==> config.mk <==
export PLATFORM = sky130hd
export DESIGN_NAME = cursor_sorted_list_insert_unit
export DESIGN_NICKNAME = d
export VERILOG_FILES = /design/src/rtl/core/csli_pkg.sv /design/src/rtl/core/csli_store.sv /design/src/rtl/core/cursor_sorted_list_insert_unit.sv
export SDC_FILE = /design/constraint.sdc
export NUM_CORES = 2
export LEC_CHECK = 0
export ABC_AREA = 1
export CAP_MARGIN = 20
export CORE_MARGIN = 2
export CORE_UTILIZATION = 36
export DETAILED_ROUTE_END_ITERATION = 7
export DONT_BUFFER_PORTS = 1
export GPL_ROUTABILITY_DRIVEN = 0
export HOLD_SLACK_MARGIN = 0.12
export PLACE_DENSITY = 0.52
export SKIP_LAST_GASP = 1
export SYNTH_ARGS = -nofsm -noshare
export SYNTH_HDL_FRONTEND = slang
export SYNTH_HIERARCHICAL = 1
export SYNTH_SLANG_ARGS = --single-unit
export TNS_END_PERCENT = 10
==> constraint.sdc <==
create_clock -name clk -period 12.5 [get_ports clk]
set_clock_uncertainty 0.05 [all_clocks]
set_input_delay 0.625 -clock clk [delete_from_list [all_inputs] [get_ports clk]]
set_output_delay 0.625 -clock clk [all_outputs]
set_load 0.01 [all_outputs]
==> src/rtl/core/csli_pkg.sv <==
`default_nettype none

package csli_pkg;

	localparam int SLOTS_DEF    = 16;
	localparam int KEY_BITS_DEF = 64;

	// fixed port widths
	localparam int KEY_W   = 64;
	localparam int INDEX_W = 4;
	localparam int SLOT_W  = 5;

	// reported slot number for "none" / end of list
	localparam logic [SLOT_W-1:0] SLOT_NONE = 5'h1F;

	localparam logic CMD_INSERT = 1'b0;
	localparam logic CMD_READ   = 1'b1;

	typedef enum logic [2:0] {
		ST_IDLE,
		ST_FREE,
		ST_WALK,
		ST_LINK,
		ST_LINK2,
		ST_READ
	} csli_state_t;

	// control from the sequencer to the slot store
	typedef struct packed {
		logic rd_en;
		logic key_we;
		logic link_we;
	} store_ctl_t;

endpackage

`default_nettype wire

==> src/rtl/core/csli_store.sv <==
`default_nettype none

module csli_store #(
	parameter int SLOTS    = csli_pkg::SLOTS_DEF,
	parameter int KEY_BITS = csli_pkg::KEY_BITS_DEF,
	localparam int IW      = $clog2(SLOTS),
	localparam int LW      = IW + 1
) (
	input  wire logic                  clk,
	input  wire logic                  arst_n,
	input  wire csli_pkg::store_ctl_t  ctl,
	input  wire logic [IW-1:0]         rd_addr,
	input  wire logic [IW-1:0]         wr_addr,
	input  wire logic [KEY_BITS-1:0]   wr_key,
	input  wire logic [LW-1:0]         wr_link,
	output logic      [KEY_BITS-1:0]   rd_key,
	output logic      [LW-1:0]         rd_link
);
	import csli_pkg::*;

	// link encoding: msb set means end of list
	logic [KEY_BITS-1:0] key_mem [SLOTS];
	logic [LW-1:0]       link_mem [SLOTS];

	logic [SLOTS-1:0]    key_vld_q;
	logic [SLOTS-1:0]    link_vld_q;

	logic [KEY_BITS-1:0] key_rd_q;
	logic [LW-1:0]       link_rd_q;
	logic                key_hit_q;
	logic                link_hit_q;
	logic [IW-1:0]       raddr_q;
	logic [LW-1:0]       link_rst;

	always_ff @(posedge clk) begin
		if (ctl.key_we) begin
			key_mem[wr_addr] <= wr_key;
		end
		if (ctl.link_we) begin
			link_mem[wr_addr] <= wr_link;
		end
	end

	always_ff @(posedge clk) begin
		if (ctl.rd_en) begin
			key_rd_q  <= key_mem[rd_addr];
			link_rd_q <= link_mem[rd_addr];
			raddr_q   <= rd_addr;
		end
	end

	always_ff @(posedge clk or negedge arst_n) begin
		if (!arst_n) begin
			key_vld_q  <= '0;
			link_vld_q <= '0;
			key_hit_q  <= 1'b0;
			link_hit_q <= 1'b0;
		end else begin
			if (ctl.key_we) begin
				key_vld_q[wr_addr] <= 1'b1;
			end
			if (ctl.link_we) begin
				link_vld_q[wr_addr] <= 1'b1;
			end
			if (ctl.rd_en) begin
				key_hit_q  <= key_vld_q[rd_addr];
				link_hit_q <= link_vld_q[rd_addr];
			end
		end
	end

	// untouched slot i links to i-1, slot 0 to the end
	always_comb begin
		if (raddr_q == '0) begin
			link_rst = {1'b1, {IW{1'b0}}};
		end else begin
			link_rst = {1'b0, raddr_q - IW'(1)};
		end
	end

	assign rd_key  = key_hit_q ? key_rd_q : '0;
	assign rd_link = link_hit_q ? link_rd_q : link_rst;

endmodule

`default_nettype wire

==> src/rtl/core/cursor_sorted_list_insert_unit.sv <==
`default_nettype none

// sorted list of keys kept in a pool of SLOTS slots linked by index.
// command channel: a command transfers when start is high and busy is low.
//   cmd = insert: take the head of the free list and link it into the sorted
//   list in front of the first key not smaller than the new one.
//   cmd = read: report the key and next link of slot index.
// result channel: done is high for one cycle with slot, full_res, slot_key,
//   next_link and list_head; the receiver takes it in that cycle.
// insert steps: pop the free head, walk the list with one slot store read
//   per entry visited (0 to SLOTS - 1 entries), since each next address
//   comes out of the link memory, write the new slot and, when it goes
//   behind another entry, also the link of that entry. read: one slot store
//   read. insert into a full pool, read beyond the pool: no store access.
// a new command is taken as soon as busy is low, also while done
//   shows the previous result.
// after reset the sorted list is empty and the free list hands out the
//   highest slot first; no clearing pass is needed.
module cursor_sorted_list_insert_unit #(
	parameter int SLOTS    = csli_pkg::SLOTS_DEF,
	parameter int KEY_BITS = csli_pkg::KEY_BITS_DEF
) (
	input  wire logic                         clk,
	input  wire logic                         arst_n,
	input  wire logic                         start,
	output logic                              busy,
	input  wire logic                         cmd,
	input  wire logic [csli_pkg::KEY_W-1:0]   key,
	input  wire logic [csli_pkg::INDEX_W-1:0] index,
	output logic                              done,
	output logic      [csli_pkg::SLOT_W-1:0]  slot,
	output logic                              full_res,
	output logic      [csli_pkg::KEY_W-1:0]   slot_key,
	output logic      [csli_pkg::SLOT_W-1:0]  next_link,
	output logic      [csli_pkg::SLOT_W-1:0]  list_head
);
	import csli_pkg::*;

	localparam int IW = $clog2(SLOTS);
	localparam int LW = IW + 1;
	localparam int SW = $clog2(SLOTS + 1);
	localparam logic [LW-1:0] LINK_END = {1'b1, {IW{1'b0}}};

	csli_state_t         state_q, state_d;

	logic [KEY_BITS-1:0] key_q;
	logic [IW-1:0]       fresh_q;
	logic [IW-1:0]       idx_q;
	logic [LW-1:0]       cur_q;
	logic [LW-1:0]       prev_q;
	logic [LW-1:0]       free_q;
	logic [LW-1:0]       head_q;
	logic [SW-1:0]       steps_q;

	store_ctl_t          ctl;
	logic [IW-1:0]       rd_addr;
	logic [IW-1:0]       wr_addr;
	logic [LW-1:0]       wr_link;
	logic [KEY_BITS-1:0] rd_key;
	logic [LW-1:0]       rd_link;

	logic                is_ins;
	logic                idx_ok;
	logic                less;
	logic [SW-1:0]       steps_inc;
	logic                walk_more;

	logic                res_ld;
	logic [SLOT_W-1:0]   res_slot;
	logic                res_full;
	logic [KEY_W-1:0]    res_key;
	logic [SLOT_W-1:0]   res_link;
	logic [SLOT_W-1:0]   res_head;

	function automatic logic [SLOT_W-1:0] enc_link(input logic [LW-1:0] l);
		logic [31:0] w;
		w = 32'(l[IW-1:0]);
		if (l[IW]) begin
			return SLOT_NONE;
		end
		return w[SLOT_W-1:0];
	endfunction

	csli_store #(
		.SLOTS    (SLOTS),
		.KEY_BITS (KEY_BITS)
	) u_store (
		.clk     (clk),
		.arst_n  (arst_n),
		.ctl     (ctl),
		.rd_addr (rd_addr),
		.wr_addr (wr_addr),
		.wr_key  (key_q),
		.wr_link (wr_link),
		.rd_key  (rd_key),
		.rd_link (rd_link)
	);

	assign busy      = (state_q != ST_IDLE);
	assign is_ins    = (cmd == CMD_INSERT);
	assign idx_ok    = (32'(index) < SLOTS);
	assign less      = (rd_key < key_q);
	assign steps_inc = steps_q + SW'(1);
	// keep walking while the current key is smaller, the next entry exists and the walk bound allows it
	assign walk_more = less && !rd_link[IW] && (steps_inc < SW'(SLOTS));

	always_comb begin
		state_d = state_q;
		unique case (state_q)
			ST_IDLE: begin
				if (start) begin
					if (is_ins) begin
						if (!free_q[IW]) begin
							state_d = ST_FREE;
						end
					end else if (idx_ok) begin
						state_d = ST_READ;
					end
				end
			end
			ST_FREE: begin
				state_d = head_q[IW] ? ST_LINK : ST_WALK;
			end
			ST_WALK: begin
				state_d = walk_more ? ST_WALK : ST_LINK;
			end
			ST_LINK: begin
				state_d = prev_q[IW] ? ST_IDLE : ST_LINK2;
			end
			ST_LINK2: begin
				state_d = ST_IDLE;
			end
			ST_READ: begin
				state_d = ST_IDLE;
			end
			default: begin
				state_d = ST_IDLE;
			end
		endcase
	end

	always_comb begin
		ctl      = '0;
		rd_addr  = '0;
		wr_addr  = fresh_q;
		wr_link  = cur_q;
		res_ld   = 1'b0;
		res_slot = SLOT_NONE;
		res_full = 1'b0;
		res_key  = '0;
		res_link = SLOT_NONE;
		res_head = enc_link(head_q);
		unique case (state_q)
			ST_IDLE: begin
				if (start) begin
					if (is_ins) begin
						// fetch the free head's link to pop it
						rd_addr   = free_q[IW-1:0];
						ctl.rd_en = !free_q[IW];
						res_ld    = free_q[IW];
						res_full  = 1'b1;
					end else begin
						rd_addr   = IW'(index);
						ctl.rd_en = idx_ok;
						res_ld    = !idx_ok;
					end
				end
			end
			ST_FREE: begin
				rd_addr   = head_q[IW-1:0];
				ctl.rd_en = !head_q[IW];
			end
			ST_WALK: begin
				rd_addr   = rd_link[IW-1:0];
				ctl.rd_en = walk_more;
			end
			ST_LINK: begin
				ctl.key_we  = 1'b1;
				ctl.link_we = 1'b1;
				wr_addr     = fresh_q;
				wr_link     = cur_q;
				res_ld      = prev_q[IW];
				res_slot    = enc_link({1'b0, fresh_q});
				res_key     = KEY_W'(key_q);
				res_link    = enc_link(cur_q);
				res_head    = enc_link({1'b0, fresh_q});
			end
			ST_LINK2: begin
				ctl.link_we = 1'b1;
				wr_addr     = prev_q[IW-1:0];
				wr_link     = {1'b0, fresh_q};
				res_ld      = 1'b1;
				res_slot    = enc_link({1'b0, fresh_q});
				res_key     = KEY_W'(key_q);
				res_link    = enc_link(cur_q);
			end
			ST_READ: begin
				res_ld   = 1'b1;
				res_slot = enc_link({1'b0, idx_q});
				res_key  = KEY_W'(rd_key);
				res_link = enc_link(rd_link);
			end
			default: begin
				res_ld = 1'b0;
			end
		endcase
	end

	always_ff @(posedge clk or negedge arst_n) begin
		if (!arst_n) begin
			state_q <= ST_IDLE;
			free_q  <= {1'b0, IW'(SLOTS - 1)};
			head_q  <= LINK_END;
			cur_q   <= LINK_END;
			prev_q  <= LINK_END;
			steps_q <= '0;
			done    <= 1'b0;
		end else begin
			state_q <= state_d;
			done    <= res_ld;
			unique case (state_q)
				ST_IDLE: begin
					prev_q  <= LINK_END;
					steps_q <= '0;
				end
				ST_FREE: begin
					free_q <= rd_link;
					cur_q  <= head_q;
				end
				ST_WALK: begin
					if (less) begin
						prev_q  <= cur_q;
						cur_q   <= rd_link;
						steps_q <= steps_inc;
					end
				end
				ST_LINK: begin
					if (prev_q[IW]) begin
						head_q <= {1'b0, fresh_q};
					end
				end
				ST_LINK2, ST_READ: begin
					steps_q <= steps_q;
				end
				default: begin
					steps_q <= steps_q;
				end
			endcase
		end
	end

	// command and result payload
	always_ff @(posedge clk) begin
		if (state_q == ST_IDLE && start) begin
			key_q   <= key[KEY_BITS-1:0];
			fresh_q <= free_q[IW-1:0];
			idx_q   <= IW'(index);
		end
		if (res_ld) begin
			slot      <= res_slot;
			full_res  <= res_full;
			slot_key  <= res_key;
			next_link <= res_link;
			list_head <= res_head;
		end
	end

endmodule

`default_nettype wire

After elaboration in Yosys (flattened, before gate mapping)

Memories as Yosys holds them, arrays and structs flattened. A register that Yosys moved wholly into a read port is not among the register bits.
Cells that the tools add are included.

Memories kept: 2
Memory bits (writable): 1104
Logic and storage cells: 118
Output and inout bits: 82
Register bits: 219
Bits of input ports: 72

Memory list:

| memory           | words | bits a word | read ports | clocked after Yosys merged registers in | wr ports | line             | source |
|---|---|---|---|---|---|---|---|
| u_store.key_mem  | 16    | 64          | 1          | 1                                       | 1        | csli_store.sv:22 | `logic [KEY_BITS-1:0] key_mem [SLOTS];` |
| u_store.link_mem | 16    | 5           | 1          | 1                                       | 1        | csli_store.sv:23 | `logic [LW-1:0] link_mem [SLOTS];` |

Magnitude comparators: 5
Multiplexer cells: 57
Reduce and logical (&&, ||, !) cells: 20
Add/subtract/negate cells: 2
Eq/ne operators: 8
Bitwise operators: 3

Operators with widths:

| operator              | number |
|---|---|
| $pmux W64 S2          | 1 |
| $lt A64 B64 Y1        | 1 |
| $mux W64              | 1 |
| $mux W5               | 12 |
| $pmux W5 S2           | 4 |
| $or A16 B16 Y16       | 2 |
| $mux W1               | 22 |
| $mux W4               | 5 |
| $pmux W5 S3           | 1 |
| $mux W3               | 4 |
| $pmux W3 S4           | 1 |
| $pmux W4 S3           | 1 |
| $lt A4 B5 Y1 const B  | 2 |
| $reduce_and A2 Y1     | 5 |
| $bmux W1 S4           | 2 |
| $eq A3 B2 Y1 const B  | 2 |
| $eq A3 B3 Y1 const B  | 2 |
| $pmux W1 S3           | 2 |
| $reduce_or A2 Y1      | 3 |
| $add A5 B1 Y5 const B | 1 |
| $lt A5 B5 Y1 const B  | 1 |
| $demux W1 S4          | 1 |
| $ge A4 B1 Y1 const B  | 1 |
| $logic_and A1 B1 Y1   | 4 |
| other kinds (10)      | 14 |

Logic depth before layout (Yosys ltp)

Word-level depth: 8
Depth in mapped cells: 22
Depth with buffers taken out: 20

Cells and area by module

Netlist, hierarchy kept.

Modules (own cells, without submodules):

| module                         | times used | sequential area each (sq um) | cells an instance | area each (sq um) |
|---|---|---|---|---|
| csli_store                     | 1          | 36194.7                      | 3640              | 47683.2 |
| cursor_sorted_list_insert_unit | 1          | 5298.8                       | 798               | 8618.3 |

Worst setup path after synthesis

OpenSTA, ideal clock, no wires.

Kind: register -> register
Start point: register state_q[0]
End point: register full_res, enable pin
Stages on the path, launching flop included: 8
Required time: 11.896 ns
Setup slack: 3.221 ns
Library setup time: 0.554 ns
Path buffers: 0
Arrival: 8.675 ns
Period minus slack after synthesis: 9.279 ns
Path through: dfrtp_1 -> nor2_1 -> inv_1 -> nor2_1 -> inv_1 -> nor2_1 -> inv_1 -> o221ai_1

Cells in the longest elaborated chain, start to end: 3
Elaborated cells on any way between the ends: 6
Classes of those cells: eq/ne: 3; mux: 1; reduce/logical: 2

Ends and longest elaborated chain:

| element                    | line                                  | source |
|---|---|---|
| start, declared            | cursor_sorted_list_insert_unit.sv:44  | `csli_state_t state_q, state_d;` |
| start signal, assigned     | cursor_sorted_list_insert_unit.sv:219 | `state_q <= state_d;` |
| $eq A3 B3 Y1               | cursor_sorted_list_insert_unit.sv:153 | `unique case (state_q)` |
| $reduce_or A2 Y1 (no line) | n/a                                   |  |
| $pmux W1 S3 (*)            | cursor_sorted_list_insert_unit.sv:153 |  |
| net res_ld                 | cursor_sorted_list_insert_unit.sv:68  | `logic res_ld;` |
| end signal, assigned       | cursor_sorted_list_insert_unit.sv:261 | `full_res <= res_full;` |
| end, declared              | cursor_sorted_list_insert_unit.sv:32  | `output logic full_res,` |

The timed path passes the listed nets; every way through them passes the cells marked *.
A chain may end at the register's enable or synchronous reset.

Worst setup path after layout

Start point: register state_q[1]
End point: register u_store.key_rd_q[34] (read register of u_store.key_mem), data pin

Cells in the longest elaborated chain, start to end: 2
Elaborated cells on any way between the ends: 5
Classes of those cells: eq/ne: 2; mux: 2; reduce/logical: 1

Ends and longest elaborated chain:

| element                                    | line                                  | source |
|---|---|---|
| $eq A3 B2 Y1, or another cell as far along | cursor_sorted_list_insert_unit.sv:153 |  |
| $pmux W4 S3 (*)                            | cursor_sorted_list_insert_unit.sv:153 |  |
| net rd_addr[0]                             | cursor_sorted_list_insert_unit.sv:56  | `logic [IW-1:0] rd_addr;` |
| end, declared                              | csli_store.sv:28                      | `logic [KEY_BITS-1:0] key_rd_q;` |

Marked as above.

==> reports/results.ini <==
[synth]
ys_ff_latch=1392
yosys.area.top_type=edfxtp_1
synth-seq-area-share_pct=73.7
async_flop_share_pct=4.53
syn_area_mm2=0.0563
avgSynthCellArea_um2=12.7
syn_nets=4574
synth.most_common_cell=edfxtp_1
synth_commonest_cells=1329 x edfxtp_1, 909 x nor2_1, 468 x o21ai_0
synthDistinctLibCells=40
syn_inst=4438
yosys-top-cells-area=edfxtp_1 71%, nor2_1 6.1%, o21ai_0 4.2%, o211ai_1 3.8%, nand2_1 2.6%
ys.flop_type=edfxtp_1
ys_warn_count=6
synth_top_area_share_pct=70.9
synth_edf_count=1329

[route]
viasPerCell=5.24
ant_nets=0
top_layer_used=met5
routed_wl_mm=155
met2_length_mm=69.3
drcViolationCount=0
drt_iter0_drc=3369
dr.pass1.iters=6
met1_length_mm=72.3
wl_per_cell_um=23.4
routed-wl-met3_mm=11.0
num_vias=34800

[clock_network]
cts_buffer_depth=3
cts_tree=done
root_buffer=clkbuf_16
clkSlewWorstSetupHoldPaths_ps=60
cts_sinks=1392
cts-buffers-inserted=149
cts_setup_buffers=0
cts.repair.resized=0
clock_latency_ps=780
htreeDepth=4

[die]
initial_core_util_pct=36.1
rows=145
die_w_um=399
die_y_um=399
core-area_mm2=0.156
die_area_mm2=0.160
top_level_ports=154

[global_routing]
overflow=0
track_usage_pct=19.4
grt_max_degree=220
antenna_found_initial=14
grt_pass1_wl_mm=228
grt_pass1_vias=33300

[worst_hold_path]
hp-class=in -> async

[setup_path]
crit_start=state_q[1]
critical_path_required_ps=12980
timing.rr.start=state_q[1]
arrival_ps=6780
startpoint_type=flop
path_class=reg -> reg
worstSetupEndpointType=flop
path_max_fanout=186

[power]
ir_drop_v=0.000335
leakagePower_nw=21.7
fin_total_pwr_mw=16.4
powerDensity_mw_per_mm2=257

[sta]
rsz0062_at_grt=no
slew-limit-headroom_pct=24.6
setup_viol=0
fmaxAchievable_mhz=159
fin_setup_tns_ps=0
tightest_slew_ps=1120
period_minus_slack_ps=6300
post-route-period-util_pct=50.4
hold_viol=0
drv_slew=0

[status]
status=finished clean

[finish]
postLayoutCoreUtil_pct=41.0
area_delta_synth_final_pct=13.4
drive_gt1_share_pct=7.88
instances_no_fill=6648
fillCellCount=14400
layout.nets=4601

[placement]
dp_hpwl_mm=77.4
placement.io_buffers=0
dp.cells=6299

[run]
max_cap_violations=0

-- cell families (layout without fill, tap and decap cells) --
family | count (synthesis) | count (layout) | synth area share (%)
AND/OR/NAND/NOR | 1532 | 1532 | 10.9
flip-flops | 1392 | 1392 | 73.7
AO/OA/AOI/OAI | 988 | 988 | 10.1
buffers and inverters | 456 | 600 | 3.74
adder cells (fa/ha/maj) | 64 | 64 | 1.42
XOR/XNOR | 3 | 3 | 0.0467
multiplexers | 3 | 3 | 0.0533
other | 0 | 8 | 0
-- stage by stage --
step | setup slack [ps] | instance area, um^2 | hold slack (ps)
after floorplan | 3220 | 56300 | 279
after global placement | 6210 | 58300 | 281
after detailed placement | 6130 | 58300 | 282
after CTS | 6090 | 63800 | 304
after global routing | 5630 | 63900 | 345
final | 6200 | 63900 | 343
-- power breakdown --
| part | total (mW) | leakage [nW] | switching, mW | internal [mW] |
|---|---|---|---|---|
| sequential | 6.58 | 12.9 | 0.484 | 6.09 |
| combinational | 5.51 | 6.43 | 3.97 | 1.54 |
| clock | 4.33 | 2.36 | 1.81 | 2.52 |
-- cell type report --
type | count | area, um^2 | share of cell area (%)
flip-flops and latches | 1392 | 41500 | 65.0
clock inverters | 77 | 691 | 1.08
diodes | 8 | 20.0 | 0.0313
inverters | 191 | 752 | 1.18
repair buffers | 141 | 1330 | 2.09
clock buffers | 191 | 4090 | 6.40
multi-input cells | 2590 | 12900 | 20.2
well taps | 2058 | 2570 | 4.03
-- path summary, 6_finish.rpt --
check	to	slack [ps]	depth (start not counted)
min reg2reg	u_store/key_vld_q[11]	410	1
max in group asynchronous	u_store/key_hit_q	11720	2
min	state_q[2]	340	2
min in group clk	u_store/key_vld_q[11]	410	1
max	u_store/key_rd_q[34]	6200	18
max reg2reg	u_store/key_rd_q[34]	6200	18
-- flip-flops by register name, indices dropped and copies added (netlist names), 3 cells and up --
| register | count |
|---|---|
| u_store/raddr_q | 4 |
| u_store/link_vld_q | 16 |
| free_q | 5 |
| steps_q | 5 |
| fresh_q | 4 |
| slot_key | 64 |
| prev_q | 5 |
| u_store/key_vld_q | 16 |
| list_head | 5 |
| state_q | 3 |
| idx_q | 4 |
| slot | 5 |
| key_q | 64 |
| cur_q | 5 |
| next_link | 5 |
| u_store/key_mem | 1024 |
| head_q | 5 |
| u_store/link_rd_q | 5 |
| u_store/link_mem | 80 |
| u_store/key_rd_q | 64 |
-- critical path, stage by stage, from the launching register on --
cell	delay (ps)
dfrtp_1	450
nor2_1	130
inv_1	70
nor2_1	120
inv_1	300
nor2_4	160
buf_4	690
inv_1	400
o221ai_4	230
buf_4	760
clkinv_16	540
buf_4	650
buf_4	520
nor2_1	210
nor2_1	60
o21ai_1	120
o211ai_1	100
nand3_1	140
nand2_1	60
-- placed cells by master, fill, tap and decap left out, types with 24 or more instances in the layout --
cell type | Yosys | final
or2_2 | 33 | 33
dlygate4sd3_1 | 0 | 71
clkbuf_1 | 138 | 31
nand3_1 | 190 | 190
inv_1 | 186 | 186
a21oi_1 | 35 | 35
dfrtp_1 | 56 | 55
o21ai_0 | 468 | 463
o211ai_1 | 282 | 282
ha_1 | 64 | 64
nor2_1 | 909 | 892
o21ai_1 | 187 | 190
edfxtp_1 | 1329 | 1329
clkinv_1 | 0 | 24
buf_4 | 22 | 64
nand2_1 | 384 | 384
clkinv_2 | 0 | 31
clkbuf_16 | 0 | 157
-- per-layer routing --
layer	vias to the layer above	track usage (%)
met5	-	0
met4	6	4.85
met3	195	4.00
met2	1111	29.3
met1	17500	28.5
li1	16000	-
-- what timing repair did --
item                                    in CTS  in global routing
endpoints found under the hold margin      134                  0
hold buffers                                72                  0
endpoints found under the setup margin       0                  0
(Power assumes the default switching activity.)
